$ cat config.mk
export PLATFORM = sky130hd
export DESIGN_NAME = mining_share_target_check_unit
export DESIGN_NICKNAME = d
export VERILOG_FILES = /design/src/mstc_pkg.sv /design/src/mstc_expand.sv /design/src/mstc_pipe.sv /design/src/mining_share_target_check_unit.sv
export SDC_FILE = /design/constraint.sdc
export NUM_CORES = 1
export LEC_CHECK = 0
export BUFFER_PORTS_ARGS = -buffer_cell sky130_fd_sc_hd__buf_2
export CAP_MARGIN = 5
export CORE_AREA = 4 4 184 186
export DETAILED_ROUTE_END_ITERATION = 8
export DIE_AREA = 0 0 188 190
export HOLD_SLACK_MARGIN = 0.05
export PLACE_DENSITY = 0.69
export SYNTH_ARGS = -nofsm -noshare
export SYNTH_HDL_FRONTEND = slang
export SYNTH_SLANG_ARGS = --single-unit
$ cat constraint.sdc
create_clock -name clk_i -period 3.44 [get_ports clk_i]
set_clock_uncertainty 0.15 [all_clocks]
set_input_delay 0.344 -clock clk_i [delete_from_list [all_inputs] [get_ports clk_i]]
set_output_delay 0.344 -clock clk_i [all_outputs]
set_load 0.01 [all_outputs]
$ cat src/mstc_pkg.sv
package mstc_pkg;

  localparam int unsigned CmpW     = 32;
  localparam int unsigned TgtW     = 64;
  localparam int unsigned HalfW    = TgtW / 2;
  localparam int unsigned CntW     = 6;
  localparam int unsigned StepsDen = 32;
  localparam int unsigned StepsTgt = 64;

  localparam logic [CmpW-1:0] AllOnes32 = '1;
  localparam logic [TgtW-1:0] AllOnes64 = '1;

  typedef enum logic [1:0] {
    EXP_IDLE,
    EXP_DENOM,
    EXP_TARGET
  } exp_state_e;

  // expanded target as seen by the compare pipeline
  typedef struct packed {
    logic            nz;
    logic [TgtW-1:0] value;
  } mstc_tgt_t;

endpackage

$ cat src/mstc_expand.sv
module mstc_expand (
  input  logic                   clk_i,
  input  logic                   rst_ni,
  input  logic                   cfg_we_i,
  input  logic [31:0]            cfg_data_i,
  output logic                   busy_o,
  output mstc_pkg::mstc_tgt_t    tgt_o
);
  import mstc_pkg::*;

  exp_state_e        state_q, state_d;
  logic [CntW-1:0]   cnt_q;
  logic [CmpW-1:0]   div_q;
  logic [CmpW-1:0]   rem_q;
  logic [TgtW-1:0]   dq_q;
  logic [TgtW-1:0]   tgt_q;
  logic              nz_q;

  logic [CmpW:0]     part;
  logic [CmpW:0]     diff;
  logic              qbit;
  logic [CmpW-1:0]   rem_nx;
  logic [TgtW-1:0]   dq_nx;

  // one restoring step: shift in the next dividend bit, trial subtract
  always_comb begin
    part   = {rem_q, dq_q[TgtW-1]};
    diff   = part - {1'b0, div_q};
    qbit   = ~diff[CmpW];
    rem_nx = qbit ? diff[CmpW-1:0] : part[CmpW-1:0];
    dq_nx  = {dq_q[TgtW-2:0], qbit};
  end

  always_comb begin
    state_d = state_q;
    if (cfg_we_i) begin
      state_d = (cfg_data_i == '0) ? EXP_IDLE : EXP_DENOM;
    end else begin
      unique case (state_q)
        EXP_IDLE:   state_d = EXP_IDLE;
        EXP_DENOM:  if (cnt_q == '0) state_d = EXP_TARGET;
        EXP_TARGET: if (cnt_q == '0) state_d = EXP_IDLE;
        default:    state_d = EXP_IDLE;
      endcase
    end
  end

  always_comb begin
    busy_o      = (state_q != EXP_IDLE);
    tgt_o.nz    = nz_q;
    tgt_o.value = tgt_q;
  end

  always_ff @(posedge clk_i or negedge rst_ni) begin
    if (!rst_ni) begin
      state_q <= EXP_IDLE;
      cnt_q   <= '0;
      tgt_q   <= '0;
      nz_q    <= 1'b0;
    end else begin
      state_q <= state_d;
      if (cfg_we_i) begin
        cnt_q <= CntW'(StepsDen - 1);
        tgt_q <= '0;
        nz_q  <= 1'b0;
      end else if (state_q == EXP_DENOM && cnt_q == '0) begin
        cnt_q <= CntW'(StepsTgt - 1);
      end else if (state_q == EXP_TARGET && cnt_q == '0) begin
        tgt_q <= dq_nx;
        nz_q  <= 1'b1;
      end else if (state_q != EXP_IDLE) begin
        cnt_q <= cnt_q - 1'b1;
      end
    end
  end

  // divider datapath
  always_ff @(posedge clk_i) begin
    if (cfg_we_i) begin
      div_q <= cfg_data_i;
      rem_q <= '0;
      dq_q  <= {AllOnes32, {HalfW{1'b0}}};
    end else if (state_q == EXP_DENOM && cnt_q == '0) begin
      // quotient of the first pass becomes the divisor of the second
      div_q <= dq_nx[CmpW-1:0];
      rem_q <= '0;
      dq_q  <= AllOnes64;
    end else if (state_q != EXP_IDLE) begin
      rem_q <= rem_nx;
      dq_q  <= dq_nx;
    end
  end

endmodule

$ cat src/mstc_pipe.sv
module mstc_pipe (
  input  logic                   clk_i,
  input  logic                   rst_ni,
  input  logic                   req_i,
  input  logic [63:0]            hash_tail_word_i,
  input  logic                   hash_short_i,
  input  mstc_pkg::mstc_tgt_t    tgt_i,
  output logic                   done_o,
  output logic                   share_ok_o,
  output logic [63:0]            full_target_o
);
  import mstc_pkg::*;

  // stage 1: tail select
  logic              v1_q;
  logic [TgtW-1:0]   tail1_q;
  // stage 2: half-word compares
  logic              v2_q;
  logic              hi_lt2_q, hi_eq2_q, lo_le2_q;
  mstc_tgt_t         tgt2_q;
  // stage 3: result
  logic              v3_q;
  logic              ok3_q;
  logic [TgtW-1:0]   tgt3_q;

  always_ff @(posedge clk_i or negedge rst_ni) begin
    if (!rst_ni) begin
      v1_q <= 1'b0;
      v2_q <= 1'b0;
      v3_q <= 1'b0;
    end else begin
      v1_q <= req_i;
      v2_q <= v1_q;
      v3_q <= v2_q;
    end
  end

  always_ff @(posedge clk_i) begin
    tail1_q  <= hash_short_i ? AllOnes64 : hash_tail_word_i;
    hi_lt2_q <= tail1_q[TgtW-1:HalfW] <  tgt_i.value[TgtW-1:HalfW];
    hi_eq2_q <= tail1_q[TgtW-1:HalfW] == tgt_i.value[TgtW-1:HalfW];
    lo_le2_q <= tail1_q[HalfW-1:0]    <= tgt_i.value[HalfW-1:0];
    tgt2_q   <= tgt_i;
    ok3_q    <= tgt2_q.nz & (hi_lt2_q | (hi_eq2_q & lo_le2_q));
    tgt3_q   <= tgt2_q.value;
  end

  assign done_o        = v3_q;
  assign share_ok_o    = ok3_q;
  assign full_target_o = tgt3_q;

endmodule

$ cat src/mining_share_target_check_unit.sv
// a request taken at a clock edge passes stage registers v1_q, v2_q and v3_q to done_o
// throughput: one request per cycle while busy_o is low, results cannot be held off
// a nonzero compact target write holds busy_o high in the write cycle and
// through the 32 + 64 divider steps after it; a zero write only in its cycle
// reset (rst_ni low, asynchronous) drops all requests in flight, target = 0
module mining_share_target_check_unit (
  input  logic        clk_i,
  input  logic        rst_ni,
  // request side
  input  logic        start_i,
  output logic        busy_o,
  input  logic [63:0] hash_tail_word_i,
  input  logic        hash_short_i,
  // compact target register
  input  logic        cfg_we_i,
  input  logic [31:0] cfg_data_i,
  // result side
  output logic        done_o,
  output logic        share_ok_o,
  output logic [63:0] full_target_o
);
  import mstc_pkg::*;

  logic      exp_busy;
  mstc_tgt_t tgt;
  logic      req;

  // target expansion: two restoring divisions on one shared 32-bit
  // subtract, first 0xffffffff / raw then all ones (64 bits) / denom
  mstc_expand u_expand (
    .clk_i      (clk_i),
    .rst_ni     (rst_ni),
    .cfg_we_i   (cfg_we_i),
    .cfg_data_i (cfg_data_i),
    .busy_o     (exp_busy),
    .tgt_o      (tgt)
  );

  // a write cycle also blocks a request so the new target applies to it
  assign busy_o = exp_busy | cfg_we_i;
  assign req    = start_i & ~busy_o;

  // three-stage compare: tail select, half compares, combine
  mstc_pipe u_pipe (
    .clk_i            (clk_i),
    .rst_ni           (rst_ni),
    .req_i            (req),
    .hash_tail_word_i (hash_tail_word_i),
    .hash_short_i     (hash_short_i),
    .tgt_i            (tgt),
    .done_o           (done_o),
    .share_ok_o       (share_ok_o),
    .full_target_o    (full_target_o)
  );

endmodule

After elaboration in Yosys (flattened, before gate mapping)

Index checks and enable logic that the tools add are counted.

Bits in registers: 401
Bits in latches: 0
Memory bits (writable): 0
Memory bits (read-only): 0
Logic and storage cells: 70
Memories: 0

Add/sub/neg operators: 2
Multipliers: 0
Divide/modulo/power cells: 0
$lt $le $gt $ge: 2
Eq/ne operators: 7
Shift operators: 0
Multiplexer cells: 20
Bitwise gates (word level): 7
Reduce and logical (&&, ||, !) cells: 13

Operators with widths:

| operator            | count |
|---|---|
| $mux 64             | 3 |
| $mux 32             | 5 |
| $sub 33x32->33      | 1 |
| $eq 32x32->1        | 1 |
| $le 32x32->1        | 1 |
| $logic_not 32->1    | 1 |
| $lt 32x32->1        | 1 |
| $mux 6              | 4 |
| $reduce_bool 2->1   | 4 |
| $logic_not 6->1     | 1 |
| $mux 2              | 3 |
| $ne 3x2->1 const B  | 2 |
| $reduce_and 2->1    | 3 |
| $sub 6x1->6 const B | 1 |
| $mux 1              | 4 |
| $pmux 2 s2          | 1 |
| $and 1x1->1         | 3 |
| $ne 3x3->1 const B  | 1 |
| $reduce_bool 3->1   | 1 |
| $eq 2x1->1 const B  | 1 |
| $eq 2x2->1 const B  | 1 |
| $logic_and 1x1->1   | 2 |
| $ne 2x2->1 const B  | 1 |
| $not 1->1           | 2 |
| 2 further kinds     | 3 |

Longest topological paths before layout

Gate-level depths: netlist of the first run.

Depth in word-level cells: 5
Mapped depth: 13
Depth with buffers taken out: 12

By module

A second synthesis of the first run with hierarchy kept.

Cells, all modules: 1655
Area total of the unflattened synthesis: 16110.5 µm²

Modules (own cells, without submodules):

| module                         | times used | cells each | area each (µm²) | sequential area each (µm²) |
|---|---|---|---|---|
| mstc_expand                    | 1          | 1152       | 10010.9         | 4709.5 |
| mstc_pipe                      | 1          | 501        | 6085.8          | 4018.9 |
| mining_share_target_check_unit | 1          | 2          | 13.8            | 0.0 |

Worst setup path after synthesis of the first run

Ideal clock, no wire load.

Path type: register to register
Start point: register u_expand.div_q[0]
End point: register u_expand.rem_q[15]
Library setup time: 132 ps
Arrival time: 2832 ps
Setup slack: 325 ps
Stages on the path, launching flop included: 13
Buffers on the path: 1
Clock period less this slack: 3115 ps
Cells stage by stage: edfxtp_1 -> ha_1 -> fa_1 -> nand2b_1 -> a21o_1 -> a2111oi_4 -> o21ai_2 -> and2_4 -> o21bai_4 -> xor2_4 -> buf_8 -> mux2i_1 -> a21oi_1

Cells in the longest elaborated chain, start to end: 2

RTL lines:

| what                   | RTL line          | text |
|---|---|---|
| start, declared        | mstc_expand.sv:13 | `logic [CmpW-1:0] div_q;` |
| start signal, assigned | mstc_expand.sv:80 | `div_q <= cfg_data_i;` |
| start signal, assigned | mstc_expand.sv:85 | `div_q <= dq_nx[CmpW-1:0];` |
| $sub 33x32->33         | mstc_expand.sv:28 | `diff = part - {1'b0, div_q};` |
| $mux 32                | mstc_expand.sv:30 | `rem_nx = qbit ? diff[CmpW-1:0] : part[CmpW-1:0];` |
| end signal, assigned   | mstc_expand.sv:89 | `rem_q <= rem_nx;` |
| end, declared          | mstc_expand.sv:14 | `logic [CmpW-1:0] rem_q;` |

Every way passes these cells.
A chain may end at the register's enable or synchronous reset.

Final worst setup path of the first run

Start point: register u_expand.div_q[0]
End point: register u_expand.rem_q[8]

The elaborated chain is that of the path after synthesis.

==> flow_summary_export.csv, run 1 <==
group,metric,value,unit
status,status,"finished clean",
power_and_ir_drop,p_leak,8.58,nW
yosys,synth.yosys.warnings,0,
yosys,syn_nets,1824,
floorplanning,fp-row-count,66,
floorplanning,die_x,188,um
grt,track_usage,19.6,%
clock_tree,clk_pin_slew,0.06,ns
yosys,synth_area,0.0159,sq mm
yosys,async_reset_ff_share,19.0,%
yosys,syn_avg_cell_area,9.81,sq um
critical_path,startpoint_type,"flip-flop",
grt,antenna_found_initial,2,
power_and_ir_drop,clkPwrFrac,37.1,%
clock_tree,tritoncts,"yes",
drt,vias,11900,
power_and_ir_drop,intPower,0.00957,W
power_and_ir_drop,peakVddDrop,448,uV
critical_path,slowest_stage,"a2111oi_4",
critical_path,crit_top_cell,"buf_12",
timing,finalHoldViolCount,0,
timing,whs,0.0775,ns
floorplanning,core-area,0.0323,sq mm
timing,setup_viol,0,
clock_tree,htreeDepth,2,
yosys,yosys.area.top_type,"dfxtp_1",
power_and_ir_drop,p_per_area,665,mW/mm^2
cells_and_area,nets,2088,
timing,period_share,96.4,%
cells_and_area,drive_gt1_share,20.6,%
grt,grt_max_degree,77,
clock_tree,clockBufferDepth,3,
critical_path,slowest_delay,0.42,ns
drt,routed_wl,35700,um
cells_and_area,multi_input_area,0.00652,sq mm
drt,drt_iter0_drc,683,
placed_design,place.gp.congestion,0.861,
timing,slew_headroom,31.9,%
job,maxCapViolations,0,
floorplanning,fp.dieArea,0.0357,sq mm
yosys,syn_inst,1624,
floorplanning,die_y,190,um
power_and_ir_drop,swShare,27.7,%
power_and_ir_drop,p_comb_share,23.7,%
floorplanning,start_util,49.3,%
yosys,ys_seq_elements,401,
grt,grt.overflow.total,0,
cells_and_area,fin_util,61.6,%
clock_tree,root_buffer,"clkbuf_16",
cells_and_area,area_growth,24.8,%
critical_path,worstPathCellList,"ha_2 -> fa_2 -> nand2b_4 -> a21o_1 -> a2111oi_4 -> o21ai_2 -> and2_4 -> o21bai_4 -> xor2_4 -> buf_12 -> buf_12 -> buf_4 -> mux2i_1 -> a21oi_1",
grt,grt_pass1_wl,58700,um
power_and_ir_drop,p_seq_share,39.2,%
critical_path,crit_type,"reg -> reg",
cells_and_area,postLayoutCellArea,0.0199,sq mm
drt,post_drt_via_cell_ratio,5.02,
timing,drv_slew,0,
drt,avgRoutedWirePerCell,15.1,um
critical_path,required,3.68,ns
floorplanning,io_pins,168,
grt,first_global_vias,11800,
yosys,synth_flop_cell,"dfxtp_1",
timing,worstMarginPinSlew,1.02,ns
yosys,synth_top_area_share,36.8,%
placed_design,port_buffers,167,
drt,ant_nets,0,
power_and_ir_drop,power_switching,0.00366,W
drt,drc_errors,0,
yosys,yosys-top-cells-area,"dfxtp_1, dfrtp_1, ha_1, nand2_1, edfxtp_1",
clock_tree,cts_made_buffers,42,
clock_tree,cts_sinks,401,
hold_path,min_path_type,"in -> reg",
yosys,synthTopCellsByCount,"nand2_1, dfxtp_1, a21oi_1, inv_1, ha_1",
yosys,synth.distinct_cells,59,
clock_tree,worstSkewPairLatency,0.54,ns
cells_and_area,seqCellArea,0.00873,sq mm
critical_path,cp_max_fo,6,
yosys,yosysSeqAreaShare,54.8,%
cells_and_area,nFillCells,2608,
yosys,yosysMostFrequentCell,"nand2_1",
timing,post-route-min-period,3.32,ns
drt,first_pass_iters,5,
timing,fmax,302,MHz
placed_design,dp.final_hpwl,23900,um
critical_path,arrival,3.56,ns
yosys,synth_edf_count,32,
critical_path,critPathCaptureType,"flip-flop",
placed_design,placed_area,0.0172,sq mm
## flip-flops by register name, indices dropped and copies added (netlist names), 6 cells and up
| signal | cells |
|---|---|
| u_expand.cnt_q | 6 |
| u_expand.div_q | 32 |
| u_expand.dq_q | 64 |
| u_expand.rem_q | 32 |
| u_expand.tgt_q | 64 |
| u_pipe.full_target_o | 64 |
| u_pipe.tail1_q | 64 |
| u_pipe.tgt2_q | 65 |
## layout make-up
class,instances,share of cell area (%)
timing repair buffer,297,10.6
clock inverter,24,1.67
antenna,2,0.0252
clock buffer,54,6.13
sequential,401,43.9
tap,442,2.78
multi-input combinational,1036,32.8
inverter,110,2.08
## cell usage in the layout (no fill, tap or decap), types with 14 or more instances in the layout
cell type and count:
buf_4 32, or2_2 66, mux2i_1 24, nor2_1 32, a21o_1 24, nand4_1 22
mux2_2 33, a21oi_1 152, nand3_1 43, nand2_1 297, edfxtp_1 32, o21ai_0 61
xnor2_1 17, a31oi_1 36, dlygate4sd3_1 95, dfxtp_1 293, o21a_1 14, inv_1 109
dfrtp_1 76, buf_2 165, ha_1 97, clkbuf_16 46
## per-layer routing
metal | routed length, um | global-route usage, % | share of wire (%)
met2 | 16900 | 32.9 | 47
met5 | 0 | 0 | 0
met3 | 1490 | 3.16 | 4.2
met4 | 896 | 5.73 | 2.5
met1 | 16400 | 26.4 | 46
## logic make-up (layout without fill, tap and decap cells)
group | Yosys count | after routing | share of synthesized area [%]
flops | 401 | 401 | 54.8
simple gates | 522 | 522 | 15.1
buf+inv | 187 | 485 | 4.60
fa+ha+maj | 99 | 99 | 7.82
other cells | 0 | 2 | 0
xor+xnor | 28 | 28 | 1.66
mux | 57 | 57 | 3.84
compound gates | 330 | 330 | 12.2
## through the flow
step	instances	power (W)	TNS, ns	worst slack [ns]
after detailed placement	2178	0.00800	0	0.0490
after floorplan	1624	0.00736	0	0.325
after CTS	2351	0.0130	0	0.0208
after global routing	2366	0.0139	-0.0938	-0.0428
after global placement	2178	0.00796	0	0.0648
final	2366	0.0132	0	0.125
## critical path: cells and delay by family (launching register included)
family,cells,cell delay [ns]
AOI/OAI and AO/OA,5,1.06
adders and majority gates,2,0.54
DFF,1,0.37
buffers and inverters,3,0.37
and+or+nand+nor,2,0.34
xor gates and xnor gates,1,0.18
muxes,1,0.18
## power by group through the flow
| stage | Clock [W] | Combinational [W] | Sequential (W) |
|---|---|---|---|
| after floorplan | 0 | 0.00216 | 0.00521 |
| after detailed placement | 0 | 0.00273 | 0.00527 |
| after global placement | 0 | 0.00269 | 0.00527 |
| after global routing | 0.00521 | 0.00347 | 0.00521 |
| final | 0.00491 | 0.00314 | 0.00518 |
| after CTS | 0.00500 | 0.00283 | 0.00517 |
## repair_timing
| item | CTS | global route |
|---|---|---|
| endpoints found under the hold margin | 170 | 0 |
| gates resized for setup | 0 | 7 |
| endpoints found under the setup margin | 0 | 30 |
| setup buffers | 0 | 12 |
| hold buffers | 95 | 0 |
## path summary, 6_finish.rpt
kind                                   start                       end  slack [ns]  cells after the start
max                        u_expand.div_q[0]         u_expand.rem_q[8]        0.12                     14
min                           cfg_data_i[31]        u_expand.div_q[31]        0.08                      2
max reg2reg                u_expand.div_q[0]         u_expand.rem_q[8]        0.12                     14
min reg2reg                u_pipe.tgt2_q[32]  u_pipe.full_target_o[32]        0.17                      0
max in group asynchronous             rst_ni         u_expand.tgt_q[8]        2.06                      2
min in group asynchronous             rst_ni        u_expand.tgt_q[53]        0.38                      2
No activity file was read; power rests on OpenSTA's default activity.
==> run 2, diff against run 1 <==
--- a/config.mk
+++ b/config.mk
@@ -11,7 +11,7 @@
 export DETAILED_ROUTE_END_ITERATION = 8
 export DIE_AREA = 0 0 188 190
 export HOLD_SLACK_MARGIN = 0.05
-export PLACE_DENSITY = 0.69
+export PLACE_DENSITY = 0.75
 export SYNTH_ARGS = -nofsm -noshare
 export SYNTH_HDL_FRONTEND = slang
 export SYNTH_SLANG_ARGS = --single-unit
==> constraint.sdc (replaced) <==
create_clock -name clk_i -period 2.8 [get_ports clk_i]
set_clock_uncertainty 0.15 [all_clocks]
set_input_delay 0.28 -clock clk_i [delete_from_list [all_inputs] [get_ports clk_i]]
set_output_delay 0.28 -clock clk_i [all_outputs]
set_load 0.01 [all_outputs]
==> run 2 against run 1 <==
The run now ends with negative setup slack left. Non-clock buffer count is 65 higher. Utilization grew 1.5 points. Global-route usage is 1.5 points higher. Power grew 24%. Sequential share of layout area fell by 1.0 points. Final cell count rose by 2.7%. Worst setup slack lost 0.52 ns. Via count grew 4.1%. Maximum frequency rose by 3.8%. Die area unchanged. Clock-buffer cell count increased by 8. Critical path type unchanged. Largest cell class unchanged.
==> flow_summary_export.csv, run 2 (same netlist as run 1, synthesis figures left out) <==
group,metric,value,unit
floorplanning,die_y,190,um
timing,period_share,114,%
drt,avgRoutedWirePerCell,15.6,um
critical_path,rr_worst_depth,13,
timing,worstMarginPinSlew,0.903,ns
cells_and_area,regMostFlops,"u_pipe.tgt2_q",
timing,fmax,313,MHz
timing,drv_slew,0,
placed_design,dp.final_hpwl,24900,um
grt,grt_pass1_wl,62900,um
cells_and_area,final_common_cell,"nand2_1",
drt,first_pass_iters,6,
job,maxCapViolations,0,
clock_tree,htreeDepth,2,
cells_and_area,nFillCells,2453,
floorplanning,fp.dieArea,0.0357,sq mm
placed_design,placed_area,0.0177,sq mm
critical_path,worstPathCellList,"ha_2 -> fa_2 -> nand2b_4 -> a21o_1 -> a2111oi_4 -> o21ai_2 -> and2_4 -> o21bai_4 -> xor2_4 -> buf_12 -> buf_12 -> mux2i_1 -> a21oi_1",
critical_path,startpoint_type,"flip-flop",
clock_tree,clk_pin_slew,0.06,ns
drt,routed_wl,37800,um
hold_path,min_path_type,"in -> async",
clock_tree,clockBufferDepth,3,
cells_and_area,final_cell_mix,"nand2_1, dfxtp_1, buf_2, a21oi_1, inv_1",
timing,finalSetupTns,-11.91,ns
clock_tree,cts_sinks,401,
floorplanning,io_pins,168,
floorplanning,start_util,49.3,%
cells_and_area,postLayoutCellArea,0.0204,sq mm
timing,whs,0.174,ns
timing,finalWorstSetupSlack,-0.394,ns
clock_tree,tritoncts,"yes",
critical_path,r2r_start,"u_expand.div_q[0]",
cells_and_area,nets,2152,
drt,ant_nets,0,
power_and_ir_drop,p_leak,8.81,nW
drt,drt_iter0_drc,822,
cells_and_area,drive_gt1_share,23.0,%
critical_path,slowest_stage,"edfxtp_1",
power_and_ir_drop,p_per_area,808,mW/mm^2
critical_path,crit_top_cell,"buf_12",
timing,rsz0062_at_grt,"yes",
timing,post-route-min-period,3.19,ns
grt,track_usage,21.1,%
placed_design,port_buffers,167,
critical_path,r2r_slack,-0.39,ns
critical_path,crit_type,"reg -> reg",
clock_tree,root_buffer,"clkbuf_16",
floorplanning,fp-row-count,66,
timing,finalHoldViolCount,0,
cells_and_area,area_growth,27.8,%
clock_tree,worstSkewPairLatency,0.54,ns
cells_and_area,fin_util,63.0,%
power_and_ir_drop,peakVddDrop,536,uV
cells_and_area,largest_reg_flops,65,
grt,grt_max_degree,104,
floorplanning,die_x,188,um
grt,antenna_found_initial,4,
critical_path,critPathCaptureType,"flip-flop",
grt,first_global_vias,12600,
clock_tree,cts_made_buffers,41,
critical_path,slowest_delay,0.38,ns
grt,grt.overflow.total,0,
floorplanning,core-area,0.0323,sq mm
critical_path,required,3.06,ns
critical_path,arrival,3.45,ns
timing,slew_headroom,39.8,%
critical_path,critical_path.startpoint,"u_expand.div_q[0]",
placed_design,place.gp.congestion,0.882,
status,violations,"negative setup slack",
drt,drc_errors,0,
status,status,"finished, violations left",
drt,post_drt_via_cell_ratio,5.09,
critical_path,cp_max_fo,7,
critical_path,regToRegEndpoint,"u_expand.rem_q[15]",
drt,vias,12400,
timing,setup_viol,35,
==> run 2: cell count changes in the layout (fill, tap and decap cells not counted), sizes merged <==
cell and delta:
clkinvlp +4, inv +1, clkbuf +8, diode +2, clkinv -11, buf +61, bufinv -5, dlygate4sd3 +4
==> run 2: repair_timing <==
item,in CTS,in global routing
endpoints found under the hold margin,171,0
gates cloned,1,1
pin swaps,4,16
hold buffers,99,0
endpoints found under the setup margin,35,36
resized for setup,6,19
setup buffers,8,2
==> run 2: final cells by class <==
| cell class | instances | area, sq um | share of cell area [%] |
|---|---|---|---|
| flip-flops and latches | 401 | 8730 | 42.9 |
| multi-input cells | 1036 | 6590 | 32.4 |
| repair buffers | 362 | 2690 | 13.2 |
| clock buffers | 62 | 1200 | 5.92 |
| well taps | 442 | 553 | 2.72 |
| inverters | 110 | 417 | 2.05 |
| clock inverters | 13 | 169 | 0.830 |
| diodes | 4 | 10.0 | 0.0492 |
==> run 2: worst max-delay path: cells and delay by family (launching register included) <==
family / cells / cell delay (ns)
buffers and inverters: 2 / 0.29
multiplexers: 1 / 0.21
adder cells (fa/ha/maj): 2 / 0.53
XOR/XNOR: 1 / 0.22
AO/OA/AOI/OAI: 5 / 0.96
flip-flops: 1 / 0.38
AND/OR/NAND/NOR: 2 / 0.33
==> run 2: report_power, final <==
part	leakage, nW	internal [W]	switching (W)
registers	3.76	0.00612	0.000245
clock network	0.654	0.00319	0.00223
logic	4.40	0.00243	0.00224
==> run 2: metal layers <==
layer	GRT usage (%)	vias up	part of all wire, %
met5	0	-	0
met4	8.81	0	4.1
met3	3.45	101	4.4
met2	36.0	337	48
met1	26.9	5768	44
li1	-	6162	-
==> run 2: worst max path at each step <==
| stage | slack, ns | depth (start not counted) | to |
|---|---|---|---|
| finish | -0.39 | 13 | u_expand.rem_q[15] |
| global route | -0.51 | 13 | u_expand.rem_q[18] |
| CTS | -0.35 | 13 | u_expand.rem_q[12] |
| detailed placement | -0.39 | 12 | u_expand.rem_q[15] |
| global placement | -0.29 | 13 | u_expand.dq_q[0] |
| floorplan | -0.23 | 12 | u_expand.rem_q[15] |
==> run 2: through the flow <==
step	power, W	cells	setup slack [ns]
after global placement	0.0103	2241	-0.294
after CTS	0.0162	2424	-0.354
final	0.0165	2430	-0.394
after detailed placement	0.0104	2241	-0.387
after floorplan	0.00906	1624	-0.234
after global routing	0.0173	2430	-0.513
==> run 3, diff against run 2 <==
--- a/config.mk
+++ b/config.mk
@@ -7,11 +7,12 @@
 export LEC_CHECK = 0
 export BUFFER_PORTS_ARGS = -buffer_cell sky130_fd_sc_hd__buf_2
 export CAP_MARGIN = 5
-export CORE_AREA = 4 4 184 186
+export CORE_AREA = 4 4 179 181
+export CTS_CLUSTER_SIZE = 16
 export DETAILED_ROUTE_END_ITERATION = 8
-export DIE_AREA = 0 0 188 190
+export DIE_AREA = 0 0 183 185
 export HOLD_SLACK_MARGIN = 0.05
-export PLACE_DENSITY = 0.75
+export PLACE_DENSITY = 0.78
 export SYNTH_ARGS = -nofsm -noshare
 export SYNTH_HDL_FRONTEND = slang
 export SYNTH_SLANG_ARGS = --single-unit
==> run 3 against run 2 <==
The run still ends with negative setup slack left. Global-route usage is 1.4 points higher. Flip-flop and latch count is the same. Sequential power about the same. Wire length increased by 3.3%. Clock-buffer cell count is 2 lower. Largest cell class unchanged.
==> flow_summary_export.csv, run 3 (same netlist as run 1, synthesis figures left out) <==
group,metric,value,unit
clock_tree,worstSkewPairLatency,0.54,ns
floorplanning,core-area,0.0304,sq mm
power_and_ir_drop,p_per_area,809,mW/mm^2
critical_path,regToRegEndpoint,"u_expand.rem_q[1]",
status,status,"finished, violations left",
cells_and_area,nets,2157,
hold_path,min_path_type,"in -> async",
critical_path,cp_max_fo,7,
timing,rsz0062_at_grt,"yes",
critical_path,slowest_delay,0.36,ns
placed_design,dp.final_hpwl,25300,um
timing,drv_slew,0,
timing,fmax,315,MHz
floorplanning,fp-row-count,64,
critical_path,worstPathCellList,"ha_2 -> fa_2 -> nand2b_4 -> a21o_1 -> a2111oi_4 -> o21ai_2 -> and2_4 -> o21bai_4 -> xor2_4 -> buf_12 -> buf_4 -> mux2_4 -> o21ai_1",
critical_path,startpoint_type,"flip-flop",
power_and_ir_drop,peakVddDrop,586,uV
floorplanning,start_util,52.4,%
critical_path,r2r_start,"u_expand.div_q[0]",
timing,slew_headroom,38.6,%
floorplanning,fp.dieArea,0.0339,sq mm
placed_design,port_buffers,167,
cells_and_area,nFillCells,2252,
cells_and_area,regMostFlops,"u_pipe.tgt2_q",
drt,first_pass_iters,5,
drt,avgRoutedWirePerCell,16.4,um
grt,first_global_vias,12600,
cells_and_area,area_growth,27.6,%
floorplanning,die_x,183,um
critical_path,critPathCaptureType,"flip-flop",
grt,grt_pass1_wl,62900,um
grt,grt_max_degree,138,
clock_tree,cts_sinks,401,
timing,finalWorstSetupSlack,-0.379,ns
cells_and_area,largest_reg_flops,65,
timing,finalHoldViolCount,0,
drt,drt_iter0_drc,966,
grt,antenna_found_initial,1,
clock_tree,cts_made_buffers,41,
floorplanning,io_pins,168,
cells_and_area,fin_util,66.8,%
drt,routed_wl,39100,um
critical_path,slowest_stage,"edfxtp_1",
drt,post_drt_via_cell_ratio,5.25,
cells_and_area,final_common_cell,"nand2_1",
critical_path,required,3.11,ns
timing,post-route-min-period,3.18,ns
clock_tree,clockBufferDepth,3,
timing,worstMarginPinSlew,0.921,ns
critical_path,arrival,3.49,ns
placed_design,place.gp.congestion,0.906,
clock_tree,tritoncts,"yes",
critical_path,cp_num_buf_inv,2,
critical_path,crit_type,"reg -> reg",
grt,track_usage,22.5,%
clock_tree,root_buffer,"clkbuf_16",
clock_tree,clk_pin_slew,0.06,ns
grt,grt.overflow.total,0,
critical_path,rr_worst_depth,13,
drt,ant_nets,0,
floorplanning,die_y,185,um
critical_path,r2r_slack,-0.38,ns
timing,whs,0.156,ns
timing,period_share,114,%
cells_and_area,drive_gt1_share,23.5,%
cells_and_area,final_cell_mix,"nand2_1, dfxtp_1, buf_2, a21oi_1, inv_1",
drt,drc_errors,0,
drt,vias,12500,
clock_tree,htreeDepth,2,
job,maxCapViolations,0,
status,violations,"negative setup slack",
timing,setup_viol,35,
power_and_ir_drop,p_leak,8.86,nW
critical_path,crit_family,"compound AO/OA/AOI/OAI gates",
[run 3: cell count changes in the layout (fill, tap and decap cells not counted), moves of 3 or more]
cell     change
a21oi_1      -5
a21oi_2      +5
buf_4        +3
diode_2      -3
o21ai_1      -3
o21ai_2      +3
[run 3: worst register-to-register path, delay by kind of cell, from the launching register on]
family / cells / cell delay (ns)
AOI/OAI and AO/OA: 5 / 0.93
xor gates and xnor gates: 1 / 0.21
adders and majority gates: 2 / 0.55
buffers and inverters: 2 / 0.29
DFF: 1 / 0.36
muxes: 1 / 0.30
and+or+nand+nor: 2 / 0.33
[run 3: routing by layer]
layer  vias to the layer above  share of wire [%]  track usage, %
li1                       6162                  -               -
met1                      5930                 42            28.2
met2                       358                 50            40.1
met3                        83                4.8            3.63
met4                         0                3.0            7.15
met5                         -                  0               0
[run 3: layout make-up]
| class | count | area, sq um | area share, % |
|---|---|---|---|
| Multi-Input combinational cell | 1037 | 6600 | 32.5 |
| Inverter | 110 | 417 | 2.05 |
| Timing Repair Buffer | 366 | 2730 | 13.4 |
| Clock buffer | 60 | 1180 | 5.79 |
| Tap cell | 396 | 495 | 2.44 |
| Sequential cell | 401 | 8730 | 43.0 |
| Clock inverter | 15 | 174 | 0.856 |
| Antenna cell | 1 | 2.50 | 0.0123 |
[run 3: how the worst max path moves through the flow]
stage | startpoint | end | slack [ns] | cells after the start
6_report | u_expand.div_q[0] | u_expand.rem_q[1] | -0.38 | 13
5_1_grt | u_expand.div_q[0] | u_expand.rem_q[6] | -0.47 | 13
4_1_cts | u_expand.div_q[0] | u_expand.rem_q[16] | -0.37 | 13
3_5_place_dp | u_expand.div_q[0] | u_expand.rem_q[16] | -0.45 | 12
3_3_place_gp | u_expand.div_q[0] | u_expand.rem_q[12] | -0.35 | 12
2_1_floorplan | u_expand.div_q[0] | u_expand.rem_q[15] | -0.23 | 12
[run 3: what timing repair did]
action	4_1_cts	5_1_grt
gates cloned	1	2
resized for setup	14	20
setup buffers	11	4
hold endpoints to repair	199	0
hold buffers	99	0
pin swaps	12	21
setup endpoints to repair	35	38
[run 3: through the flow]
| step | setup WS, ns | total power, W | setup TNS, ns | instance area, sq um | instances |
|---|---|---|---|---|---|
| 3_5_place_dp | -0.447 | 0.0104 | -13.31 | 17700 | 2196 |
| 2_1_floorplan | -0.234 | 0.00906 | -6.33 | 16000 | 1624 |
| 5_1_grt | -0.473 | 0.0172 | -14.24 | 20300 | 2386 |
| 4_1_cts | -0.371 | 0.0162 | -11.03 | 20200 | 2380 |
| 3_3_place_gp | -0.354 | 0.0103 | -10.10 | 17700 | 2196 |
| 6_report | -0.379 | 0.0164 | -10.41 | 20300 | 2386 |
[run 3: where the power goes]
part	internal, W	total, W	switching [W]
clock	0.00313	0.00538	0.00225
combinational	0.00242	0.00471	0.00229
sequential	0.00612	0.00635	0.000231
